`src/design/assert_macros.svh`:
```
// Assertion macros shared by the radix converter modules.
// Each macro expects signals named clock and reset in the enclosing module.
`ifndef ASSERT_MACROS_SVH
`define ASSERT_MACROS_SVH

// Implication checked in the same cycle.
`define RC_ASSERT_NOW(label, ante, cons, msg) \
   label: assert property (@(posedge clock) disable iff (reset) (ante) |-> (cons)) \
      else $error(msg);

// Implication checked in the next cycle.
`define RC_ASSERT_NEXT(label, ante, cons, msg) \
   label: assert property (@(posedge clock) disable iff (reset) (ante) |=> (cons)) \
      else $error(msg);

`endif

```
`src/design/rc_pkg.sv`:
```
// Package for the radix converter: transfer payload types, microcode types,
// the microcode table and the reciprocal table. It depends on nothing else.
`timescale 1ns / 1ps

package rc_pkg;

   localparam int FUNC_W  = 2;
   localparam int NUM_W   = 31;
   localparam int RADIX_W = 4;
   localparam int TEXT_W  = 64;
   localparam int DIG_W   = 4;
   localparam int WGT_W   = 32;
   localparam int RECIP_W = 32;
   localparam int HACC_W  = 38;

   localparam logic [FUNC_W-1:0] FUNC_TO_RADIX   = 2'd0;
   localparam logic [FUNC_W-1:0] FUNC_FROM_RADIX = 2'd1;
   localparam logic [FUNC_W-1:0] FUNC_TO_HEX     = 2'd2;
   localparam logic [FUNC_W-1:0] FUNC_FROM_HEX   = 2'd3;

   localparam logic [NUM_W-1:0]   NUM_MAX   = '1;
   localparam logic [WGT_W-1:0]   WGT_SAT   = {1'b1, {(WGT_W-1){1'b0}}};
   localparam logic [RADIX_W-1:0] RADIX_MIN = 4'd2;
   localparam logic [RADIX_W-1:0] RADIX_DEC = 4'd10;
   localparam logic [DIG_W-1:0]   DIGIT_MAX = 4'd9;

   localparam logic [7:0] CHAR_ZERO     = 8'h30;
   localparam logic [7:0] CHAR_UPPER_A  = 8'h41;
   localparam logic [7:0] CHAR_A_OFFSET = 8'd55;

   typedef struct packed {
      logic [FUNC_W-1:0]  func;
      logic [NUM_W-1:0]   number_in;
      logic [RADIX_W-1:0] radix;
      logic [TEXT_W-1:0]  text_in;
   } req_type;

   typedef struct packed {
      logic [NUM_W-1:0]  number_out;
      logic [TEXT_W-1:0] text_out;
      logic              overflow;
   } rsp_type;

   typedef enum logic [6:0] {
      S_IDLE = 7'b0000001,
      S_QEST = 7'b0000010,
      S_QFIX = 7'b0000100,
      S_HEX  = 7'b0001000,
      S_TXT  = 7'b0010000,
      S_FIN  = 7'b0100000,
      S_EMIT = 7'b1000000
   } step_type;

   typedef enum logic [2:0] {
      OP_WAIT = 3'd0,
      OP_QEST = 3'd1,
      OP_QFIX = 3'd2,
      OP_HEX  = 3'd3,
      OP_TXT  = 3'd4,
      OP_FIN  = 3'd5,
      OP_EMIT = 3'd6
   } op_type;

   typedef enum logic [2:0] {
      COND_ALWAYS = 3'd0,
      COND_REQ    = 3'd1,
      COND_ZERO   = 3'd2,
      COND_LAST   = 3'd3,
      COND_FREE   = 3'd4
   } cond_type;

   typedef struct packed {
      op_type   op;
      cond_type cond;
      step_type taken;
      step_type fall;
   } ctrl_type;

   typedef struct packed {
      logic val_zero;
      logic cnt_last;
   } dp_stat_type;

   typedef struct packed {
      logic              req_valid;
      logic [FUNC_W-1:0] func;
      logic              out_free;
      logic              val_zero;
      logic              cnt_last;
   } seq_stat_type;

   function automatic ctrl_type microcode(input step_type s);
      ctrl_type w;
      unique case (s)
         S_IDLE:  w = '{OP_WAIT, COND_REQ,    S_IDLE, S_IDLE};
         S_QEST:  w = '{OP_QEST, COND_ZERO,   S_EMIT, S_QFIX};
         S_QFIX:  w = '{OP_QFIX, COND_ALWAYS, S_QEST, S_QEST};
         S_HEX:   w = '{OP_HEX,  COND_ZERO,   S_EMIT, S_HEX};
         S_TXT:   w = '{OP_TXT,  COND_LAST,   S_FIN,  S_TXT};
         S_FIN:   w = '{OP_FIN,  COND_ALWAYS, S_EMIT, S_EMIT};
         S_EMIT:  w = '{OP_EMIT, COND_FREE,   S_IDLE, S_EMIT};
         default: w = '{OP_WAIT, COND_ALWAYS, S_IDLE, S_IDLE};
      endcase
      return w;
   endfunction

   function automatic step_type dispatch(input logic [FUNC_W-1:0] func);
      step_type s;
      unique case (func)
         FUNC_TO_RADIX:   s = S_QEST;
         FUNC_FROM_RADIX: s = S_QEST;
         FUNC_TO_HEX:     s = S_HEX;
         FUNC_FROM_HEX:   s = S_TXT;
         default:         s = S_IDLE;
      endcase
      return s;
   endfunction

   function automatic logic [RADIX_W-1:0] clamp_radix(input logic [RADIX_W-1:0] r);
      logic [RADIX_W-1:0] c;
      priority if (r < RADIX_MIN) c = RADIX_MIN;
      else if (r > RADIX_DEC)     c = RADIX_DEC;
      else                        c = r;
      return c;
   endfunction

   // Floor of 2^32 divided by the radix; the quotient estimate is at most one short.
   function automatic logic [RECIP_W-1:0] recip(input logic [RADIX_W-1:0] r);
      logic [RECIP_W-1:0] m;
      unique case (r)
         4'd2:    m = 32'h8000_0000;
         4'd3:    m = 32'h5555_5555;
         4'd4:    m = 32'h4000_0000;
         4'd5:    m = 32'h3333_3333;
         4'd6:    m = 32'h2AAA_AAAA;
         4'd7:    m = 32'h2492_4924;
         4'd8:    m = 32'h2000_0000;
         4'd9:    m = 32'h1C71_C71C;
         default: m = 32'h1999_9999;
      endcase
      return m;
   endfunction

endpackage

```
`src/design/rc_sequencer.sv`:
```
// Microcode sequencer of the radix converter: step register, control word table
// and conditional jumps. Depends on rc_pkg and assert_macros.svh.
`timescale 1ns / 1ps
`include "assert_macros.svh"

module rc_sequencer import rc_pkg::*; (
   input  logic         clock,
   input  logic         reset,
   input  seq_stat_type stat,
   output ctrl_type     ctrl
);

   step_type step_ff;
   step_type step_in;
   step_type target;
   logic     cond_true;

   assign ctrl = microcode(step_ff);

   always_comb begin
      unique case (ctrl.cond)
         COND_ALWAYS: cond_true = 1'b1;
         COND_REQ:    cond_true = stat.req_valid;
         COND_ZERO:   cond_true = stat.val_zero;
         COND_LAST:   cond_true = stat.cnt_last;
         COND_FREE:   cond_true = stat.out_free;
         default:     cond_true = 1'b0;
      endcase
   end

   assign target  = (ctrl.cond == COND_REQ) ? dispatch(stat.func) : ctrl.taken;
   assign step_in = cond_true ? target : ctrl.fall;

   always_ff @(posedge clock) begin
      if (reset) begin
         step_ff <= S_IDLE;
      end else begin
         step_ff <= step_in;
      end
   end

   `RC_ASSERT_NEXT(a_start_leaves_idle, (ctrl.op == OP_WAIT) && stat.req_valid,
                   ctrl.op != OP_WAIT, "Accepted request did not start a program")

endmodule

```
`src/design/rc_datapath.sv`:
```
// Datapath of the radix converter: digit division by reciprocal, weighted
// accumulation, hex text packing and parsing. Depends on rc_pkg and assert_macros.svh.
`timescale 1ns / 1ps
`include "assert_macros.svh"

module rc_datapath import rc_pkg::*; #(
   parameter int HEX_CHARS = 8
) (
   input  logic        clock,
   input  logic        reset,
   input  logic        start,
   input  req_type     req,
   input  ctrl_type    ctrl,
   output dp_stat_type stat,
   output rsp_type     result
);

   localparam int CNT_W   = $clog2(HEX_CHARS + 1);
   localparam int TOP_BIT = HEX_CHARS * 8 - 1;
   localparam int QPROD_W = NUM_W + RECIP_W;
   localparam logic [CNT_W-1:0] CNT_LIMIT = CNT_W'(HEX_CHARS);
   localparam logic [CNT_W-1:0] CNT_FIRST = CNT_W'(HEX_CHARS - 1);

   logic [NUM_W-1:0]         val_ff, val_in;
   logic [NUM_W-1:0]         qest_ff, qest_in;
   logic [RADIX_W-1:0]       src_ff, src_in;
   logic [RADIX_W-1:0]       dst_ff, dst_in;
   logic [DIG_W-1:0]         dig_ff, dig_in;
   logic [TEXT_W-1:0]        chars_ff, chars_in;
   logic signed [HACC_W-1:0] hacc_ff, hacc_in;
   logic                     pend_ff, pend_in;
   logic                     ovf_ff, ovf_in;
   logic [NUM_W-1:0]         acc_ff, acc_in;
   logic [WGT_W-1:0]         wgt_ff, wgt_in;
   logic [FUNC_W-1:0]        func_ff, func_in;
   logic [CNT_W-1:0]         cnt_ff, cnt_in;
   logic                     started_ff, started_in;

   logic [RADIX_W-1:0]       radix_c;
   logic [QPROD_W-1:0]       qprod;
   logic [DIG_W+WGT_W-1:0]   mac_term;
   logic [DIG_W+WGT_W:0]     mac_sum;
   logic                     mac_ovf;
   logic [RADIX_W+WGT_W-1:0] wgt_prod;
   logic [WGT_W-1:0]         wgt_next;
   logic [NUM_W+RADIX_W-1:0] fix_prod;
   logic [NUM_W-1:0]         fix_diff;
   logic [4:0]               rem;
   logic [4:0]               rem_adj;
   logic                     fix_over;
   logic [DIG_W-1:0]         nib;
   logic [7:0]               hex_char;
   logic [7:0]               cur_byte;
   logic signed [8:0]        txt_digit;
   logic signed [HACC_W-1:0] hacc_next;

   assign radix_c = clamp_radix(req.radix);

   assign qprod    = {{RECIP_W{1'b0}}, val_ff} * {{NUM_W{1'b0}}, recip(src_ff)};
   assign mac_term = {{WGT_W{1'b0}}, dig_ff} * {{DIG_W{1'b0}}, wgt_ff};
   assign mac_sum  = {{(DIG_W+WGT_W+1-NUM_W){1'b0}}, acc_ff} + {1'b0, mac_term};
   assign mac_ovf  = wgt_ff[WGT_W-1]
                     || (mac_sum > {{(DIG_W+WGT_W+1-NUM_W){1'b0}}, NUM_MAX});
   assign wgt_prod = {{RADIX_W{1'b0}}, wgt_ff} * {{WGT_W{1'b0}}, dst_ff};
   assign wgt_next = (wgt_ff[WGT_W-1] || (wgt_prod > {{RADIX_W{1'b0}}, WGT_SAT}))
                     ? WGT_SAT : wgt_prod[WGT_W-1:0];

   assign fix_prod = {{RADIX_W{1'b0}}, qest_ff} * {{NUM_W{1'b0}}, src_ff};
   assign fix_diff = val_ff - fix_prod[NUM_W-1:0];
   assign rem      = fix_diff[4:0];
   assign rem_adj  = rem - {1'b0, src_ff};
   assign fix_over = rem >= {1'b0, src_ff};

   assign nib      = val_ff[DIG_W-1:0];
   assign hex_char = (nib > DIGIT_MAX) ? (CHAR_A_OFFSET + {4'd0, nib})
                                       : (CHAR_ZERO + {4'd0, nib});

   assign cur_byte  = chars_ff[TOP_BIT -: 8];
   assign txt_digit = (cur_byte >= CHAR_UPPER_A)
                      ? $signed({1'b0, cur_byte} - {1'b0, CHAR_A_OFFSET})
                      : $signed({1'b0, cur_byte} - {1'b0, CHAR_ZERO});
   assign hacc_next = (hacc_ff <<< 4) + {{(HACC_W-9){txt_digit[8]}}, txt_digit};

   always_comb begin
      val_in     = val_ff;
      qest_in    = qest_ff;
      src_in     = src_ff;
      dst_in     = dst_ff;
      dig_in     = dig_ff;
      chars_in   = chars_ff;
      hacc_in    = hacc_ff;
      pend_in    = pend_ff;
      ovf_in     = ovf_ff;
      acc_in     = acc_ff;
      wgt_in     = wgt_ff;
      func_in    = func_ff;
      cnt_in     = cnt_ff;
      started_in = started_ff;
      unique case (ctrl.op)
         OP_WAIT: begin
            if (start) begin
               val_in     = req.number_in;
               src_in     = (req.func == FUNC_TO_RADIX) ? radix_c : RADIX_DEC;
               dst_in     = (req.func == FUNC_TO_RADIX) ? RADIX_DEC : radix_c;
               chars_in   = (req.func == FUNC_FROM_HEX) ? req.text_in : '0;
               hacc_in    = '0;
               pend_in    = 1'b0;
               ovf_in     = 1'b0;
               acc_in     = '0;
               wgt_in     = WGT_W'(1);
               func_in    = req.func;
               cnt_in     = (req.func == FUNC_FROM_HEX) ? CNT_FIRST : '0;
               started_in = 1'b0;
            end
         end
         OP_QEST: begin
            qest_in = qprod[QPROD_W-1:RECIP_W];
            if (pend_ff) begin
               pend_in = 1'b0;
               wgt_in  = wgt_next;
               if (dig_ff != '0) begin
                  if (mac_ovf) begin
                     ovf_in = 1'b1;
                     acc_in = NUM_MAX;
                  end else begin
                     acc_in = mac_sum[NUM_W-1:0];
                  end
               end
            end
         end
         OP_QFIX: begin
            val_in  = fix_over ? (qest_ff + NUM_W'(1)) : qest_ff;
            dig_in  = fix_over ? rem_adj[DIG_W-1:0] : rem[DIG_W-1:0];
            pend_in = 1'b1;
         end
         OP_HEX: begin
            if (val_ff != '0) begin
               if (cnt_ff < CNT_LIMIT) begin
                  for (int i = 0; i < HEX_CHARS; i++) begin
                     if (cnt_ff == CNT_W'(i)) begin
                        chars_in[i*8 +: 8] = hex_char;
                     end
                  end
                  cnt_in = cnt_ff + CNT_W'(1);
               end else begin
                  ovf_in = 1'b1;
               end
               val_in = val_ff >> 4;
            end
         end
         OP_TXT: begin
            if (started_ff || (cur_byte != 8'd0)) begin
               hacc_in    = hacc_next;
               started_in = 1'b1;
            end
            chars_in = chars_ff << 8;
            if (cnt_ff != '0) begin
               cnt_in = cnt_ff - CNT_W'(1);
            end
         end
         OP_FIN: begin
            priority if (hacc_ff[HACC_W-1]) begin
               acc_in = '0;
            end else if (|hacc_ff[HACC_W-2:NUM_W]) begin
               acc_in = NUM_MAX;
               ovf_in = 1'b1;
            end else begin
               acc_in = hacc_ff[NUM_W-1:0];
            end
         end
         OP_EMIT: begin
         end
         default: begin
         end
      endcase
   end

   always_ff @(posedge clock) begin
      if (reset) begin
         pend_ff    <= 1'b0;
         ovf_ff     <= 1'b0;
         acc_ff     <= '0;
         wgt_ff     <= '0;
         func_ff    <= FUNC_TO_RADIX;
         cnt_ff     <= '0;
         started_ff <= 1'b0;
      end else begin
         pend_ff    <= pend_in;
         ovf_ff     <= ovf_in;
         acc_ff     <= acc_in;
         wgt_ff     <= wgt_in;
         func_ff    <= func_in;
         cnt_ff     <= cnt_in;
         started_ff <= started_in;
      end
   end

   always_ff @(posedge clock) begin
      val_ff   <= val_in;
      qest_ff  <= qest_in;
      src_ff   <= src_in;
      dst_ff   <= dst_in;
      dig_ff   <= dig_in;
      chars_ff <= chars_in;
      hacc_ff  <= hacc_in;
   end

   assign stat.val_zero = (val_ff == '0);
   assign stat.cnt_last = (cnt_ff == '0);

   assign result.number_out = (func_ff == FUNC_TO_HEX) ? '0 : acc_ff;
   assign result.text_out   = (func_ff == FUNC_TO_HEX) ? chars_ff : '0;
   assign result.overflow   = ovf_ff;

   `RC_ASSERT_NOW(a_no_digit_left, ctrl.op == OP_EMIT, !pend_ff,
                  "Result emitted with a digit not yet accumulated")
   `RC_ASSERT_NOW(a_ovf_saturates, ovf_ff && (func_ff != FUNC_TO_HEX), acc_ff == NUM_MAX,
                  "Overflow raised without a saturated value")

endmodule

```
`src/design/radix_converter.sv`:
```
// Radix converter top level: request and response transfers, output register,
// sequencer and datapath. Depends on rc_pkg, rc_sequencer, rc_datapath, assert_macros.svh.
//
// Each request transfer on req_ carries func, number_in, radix and text_in and
// yields exactly one response transfer on rsp_ with number_out, text_out and
// overflow. func selects: write in radix as a decimal-coded numeral, read a
// decimal-coded numeral in radix, number to hex text, or hex text to number.
// One request is worked on at a time; req_stall is low only while the
// sequencer waits for work. For each digit of number_in in the source radix
// the program runs a reciprocal multiply step and a remainder correction step;
// it then adds the last digit and emits the response once the output is free.
// Hex text output packs characters from the low nibble up until the number is
// zero; hex text input parses all HEX_CHARS characters, then clamps the result.
// The next request is taken once the response is registered, even if the
// receiver still stalls it; a second result then waits in the program until the
// output register is free. Reset is synchronous and returns the sequencer to idle with no response pending.
`timescale 1ns / 1ps
`include "assert_macros.svh"

module radix_converter import rc_pkg::*; #(
   parameter int HEX_CHARS = 8
) (
   input  logic    clock,
   input  logic    reset,
   input  logic    req_valid,
   output logic    req_stall,
   input  req_type req_data,
   output logic    rsp_valid,
   input  logic    rsp_stall,
   output rsp_type rsp_data
);

   ctrl_type     ctrl;
   seq_stat_type seq_stat;
   dp_stat_type  dp_stat;
   rsp_type      result;
   logic         start;
   logic         out_free;
   logic         emit;

   logic         rsp_valid_ff, rsp_valid_in;
   rsp_type      rsp_data_ff, rsp_data_in;

   assign req_stall = (ctrl.op != OP_WAIT);
   assign start     = req_valid && !req_stall;
   assign out_free  = !rsp_valid_ff || !rsp_stall;
   assign emit      = (ctrl.op == OP_EMIT) && out_free;

   assign seq_stat.req_valid = req_valid;
   assign seq_stat.func      = req_data.func;
   assign seq_stat.out_free  = out_free;
   assign seq_stat.val_zero  = dp_stat.val_zero;
   assign seq_stat.cnt_last  = dp_stat.cnt_last;

   rc_sequencer u_seq (
      .clock (clock),
      .reset (reset),
      .stat  (seq_stat),
      .ctrl  (ctrl)
   );

   rc_datapath #(
      .HEX_CHARS (HEX_CHARS)
   ) u_dp (
      .clock  (clock),
      .reset  (reset),
      .start  (start),
      .req    (req_data),
      .ctrl   (ctrl),
      .stat   (dp_stat),
      .result (result)
   );

   always_comb begin
      rsp_valid_in = rsp_valid_ff;
      rsp_data_in  = rsp_data_ff;
      priority if (emit) begin
         rsp_valid_in = 1'b1;
         rsp_data_in  = result;
      end else if (!rsp_stall) begin
         rsp_valid_in = 1'b0;
      end
   end

   always_ff @(posedge clock) begin
      if (reset) begin
         rsp_valid_ff <= 1'b0;
      end else begin
         rsp_valid_ff <= rsp_valid_in;
      end
   end

   always_ff @(posedge clock) begin
      rsp_data_ff <= rsp_data_in;
   end

   assign rsp_valid = rsp_valid_ff;
   assign rsp_data  = rsp_data_ff;

   `RC_ASSERT_NEXT(a_emit_returns_idle, emit, rsp_valid_ff && (ctrl.op == OP_WAIT),
                   "Emitted result not registered or program not back at idle")
   `RC_ASSERT_NEXT(a_emit_waits, (ctrl.op == OP_EMIT) && !out_free, ctrl.op == OP_EMIT,
                   "Result left the program while the output register was full")

endmodule
```
`config.mk`:
```
export PLATFORM = sky130hd
export DESIGN_NAME = radix_converter
export DESIGN_NICKNAME = d
export VERILOG_FILES = /design/src/design/rc_pkg.sv /design/src/design/rc_sequencer.sv /design/src/design/rc_datapath.sv /design/src/design/radix_converter.sv
export VERILOG_INCLUDE_DIRS = /design/src /design/src/design
export SDC_FILE = /design/constraint.sdc
export NUM_CORES = 2
export LEC_CHECK = 0
export BUFFER_PORTS_ARGS = -buffer_cell sky130_fd_sc_hd__buf_2
export CELL_PAD_IN_SITES_DETAIL_PLACEMENT = 1
export CELL_PAD_IN_SITES_GLOBAL_PLACEMENT = 1
export CORE_UTILIZATION = 44
export DETAILED_ROUTE_END_ITERATION = 7
export GPL_TIMING_DRIVEN = 0
export PLACE_DENSITY_LB_ADDON = 0.1
export SYNTH_ARGS = -nofsm -noshare
export SYNTH_HDL_FRONTEND = slang
export SYNTH_SLANG_ARGS = --single-unit
export TNS_END_PERCENT = 20
```
`constraint.sdc`:
```
create_clock -name clock -period 20.9 [get_ports clock]
set_clock_uncertainty 0.05 [all_clocks]
set_input_delay 3.135 -clock clock [delete_from_list [all_inputs] [get_ports clock]]
set_output_delay 3.135 -clock clock [all_outputs]
set_load 0.02 [all_outputs]
```
==> qor.yml <==
clock_sinks: 367
fmax_mhz: 92.1
first_pass_iters: 5
antenna_found_initial: 10
critical_path_buf_inv_count: 5
synth_seq_cells: 367
drt-total-wl_um: 171000
cts_tree: "yes"
ys.flop_type: "edfxtp_1"
hold_buffers: 0
async_flop_share: 0
post-synth-top-count-cell: "inv_1"
drive_gt1_frac: 0.0579
vias: 37400
drt-initial-drc-count: 2367
worst_pin_slew_ns: 1.37
gr-total-overflow: 0
grt_max_degree: 32
cts.reportedPaths.clkPinSlew_ns: 0.06
status: "finished, final reports clean"
slew_violations: 0
final_hold_viol_count: 0
rsz0062_at_grt: "false"
synth_top_cell_by_area: "fa_1"
cp_data_required_time_ns: 21.19
grt_usage: 0.313
dpl_cell_area_um2: 51400
worst-path-stages: 26
setup_viol: 0
synthTopCellsByArea: "fa_1, edfxtp_1, ha_1"
cpMostUsedCell: "fa_1"
clockBufferDepth: 3
holdPathStages: 2
die_width_um: 334
final_area_um2: 52900
grt_pass1_wl_um: 259000
start_kind: "register"
timing.critical_path.max_delay_family: "adder cells"
fp.dieH_um: 334
fillers: 12500
cts_resized: 0
syn_nets: 6361
wire_per_inst_um: 25.1
avgSynthCellArea_um2: 9.54
clockRootBuffer: "clkbuf_16"
gp_congestion: 0.946
seq_area_frac_synth: 0.208
slew_headroom: 0.0864
place_hpwl_um: 142000
synth-warning-count: 0
syn_area_um2: 48400
ant_nets: 0
crit_arrival_ns: 11.15
drc: 0
min_period_ns: 10.86
syn_inst: 5079
fin_nets: 6618
cts_buffers: 43
tns_ns: 0
final-seq-area_um2: 10100
fin_crit_sh: 0.519
synth_edf_count: 272
cp_max_fo: 10
numPortBuffers: 200
coreArea_um2: 109000
htreeDepth: 2
synth_common_cells: "inv_1, fa_1, nand2_1"
multiInputGateArea_um2: 34000
rr_worst_depth: 26
start_util: 0.444
grt_pass1_vias: 40900
critical_path.max_stage_delay_ns: 0.97
cp_slowest_cell: "clkbuf_1"
num_rows: 121
clk_latency_ns: 0.63
die_area_um2: 111000
ys_types: 83
crit_type: "reg2reg"
yosys.area.top_type_share: 0.315
ios: 203
postCtsSetupBuffers: 0
critPathCaptureType: "register"
cap_violations: 0
area_growth_pct: 9.19
post_drt_via_cell_ratio: 5.51
hp-class: "reg2reg"
## cell usage in the layout (no fill, tap or decap), drive strengths merged, types with 7 or more instances in the layout
cell / instances
a211oi: 27
a21o: 78
a21oi: 161
a221o: 50
a221oi: 7
a22o: 7
a22oi: 28
a31oi: 21
and2: 461
and3: 23
and4: 7
buf: 226
clkbuf: 251
clkinv: 10
dfxtp: 95
diode: 8
edfxtp: 272
fa: 763
ha: 414
inv: 975
nand2: 540
nand2b: 15
nand3: 76
nand4: 35
nor2: 201
nor2b: 22
nor3: 33
nor4: 15
o211ai: 8
o21a: 19
o21ai: 207
o21bai: 25
o31ai: 10
or3: 11
xnor2: 103
xor2: 71
## worst reg2reg max path, cell delays in order (launching register included)
cell and delay (ns):
dfxtp_1 0.60, clkbuf_1 0.77, clkbuf_1 0.98, nand2_1 0.19, fa_1 0.70, fa_1 0.49, fa_1 0.50, fa_1 0.53
inv_1 0.05, fa_1 0.60, fa_1 0.57, fa_1 0.56, inv_1 0.05, fa_1 0.47, inv_1 0.04, ha_1 0.27
nand2_1 0.06, nor2_1 0.26, o211ai_1 0.38, a21oi_1 0.83, nand3_1 0.18, o21ai_1 0.55, a41o_1 0.29, nor2_1 0.08
nor2_1 0.23, a221oi_1 0.15, xnor2_1 0.14
## worst paths after layout
path | from | to | slack (ns)
max | register | u_dp.qest_ff[27]$_DFFE_PP_ | 10.04
min | u_dp.acc_ff[23]$_SDFFE_PP0P_ | u_dp.acc_ff[23]$_SDFFE_PP0P_ | 0.41
max reg2reg | register | u_dp.qest_ff[27]$_DFFE_PP_ | 10.04
min reg2reg | u_dp.acc_ff[23]$_SDFFE_PP0P_ | u_dp.acc_ff[23]$_SDFFE_PP0P_ | 0.41
## through the flow
step | std cells | setup slack [ns] | hold slack [ns] | util
global route | 6788 | 9.78 | 0.426 | 0.485
CTS | 6783 | 10.21 | 0.405 | 0.485
detailed placement | 6705 | 10.30 | 0.391 | 0.472
finish | 6791 | 10.04 | 0.405 | 0.485
floorplan | 5079 | 12.48 | 0.358 | -
global placement | 6693 | 9.69 | 0.386 | 0.470
## cells by family (layout without fill, tap and decap cells)
logic type	after synthesis	count (layout)	share of synthesized area
other	0	8	0
multiplexers	9	9	0.00220
AO/OA/AOI/OAI	706	706	0.0951
XOR/XNOR	174	174	0.0315
adder cells (fa/ha/maj)	1177	1177	0.422
flip-flops	367	367	0.208
AND/OR/NAND/NOR	1465	1465	0.149
buffers and inverters	1181	1471	0.0917
## state kept, by name, summed over array words and instances (netlist names), 7 cells and up, named ones only
| signal | flops |
|---|---|
| rsp_data | 96 |
| u_dp.acc_ff | 31 |
| u_dp.chars_ff | 64 |
| u_dp.hacc_ff | 38 |
| u_dp.qest_ff | 31 |
| u_dp.val_ff | 31 |
| u_dp.wgt_ff | 32 |
| u_seq.step_ff | 7 |
## area by class of cell
| class | count | area share |
|---|---|---|
| tap | 1414 | 0.0334 |
| clock inverter | 22 | 0.00568 |
| buffer | 209 | 0.0150 |
| sequential | 367 | 0.190 |
| multi-input combinational | 3531 | 0.642 |
| antenna | 8 | 0.000378 |
| clock buffer | 56 | 0.0213 |
| inverter | 972 | 0.0690 |
| timing repair buffer | 212 | 0.0228 |
## routing by layer
| metal | part of all wire | GRT usage | wire length (um) |
|---|---|---|---|
| met3 | 0.054 | 0.0421 | 9140 |
| met4 | 0.047 | 0.125 | 7980 |
| met5 | 0 | 0 | 0 |
| met1 | 0.40 | 0.395 | 69100 |
| met2 | 0.49 | 0.543 | 84500 |
Power is not shown: default switching activity piles up to over one toggle a cycle in this logic, so the estimate is an artifact.
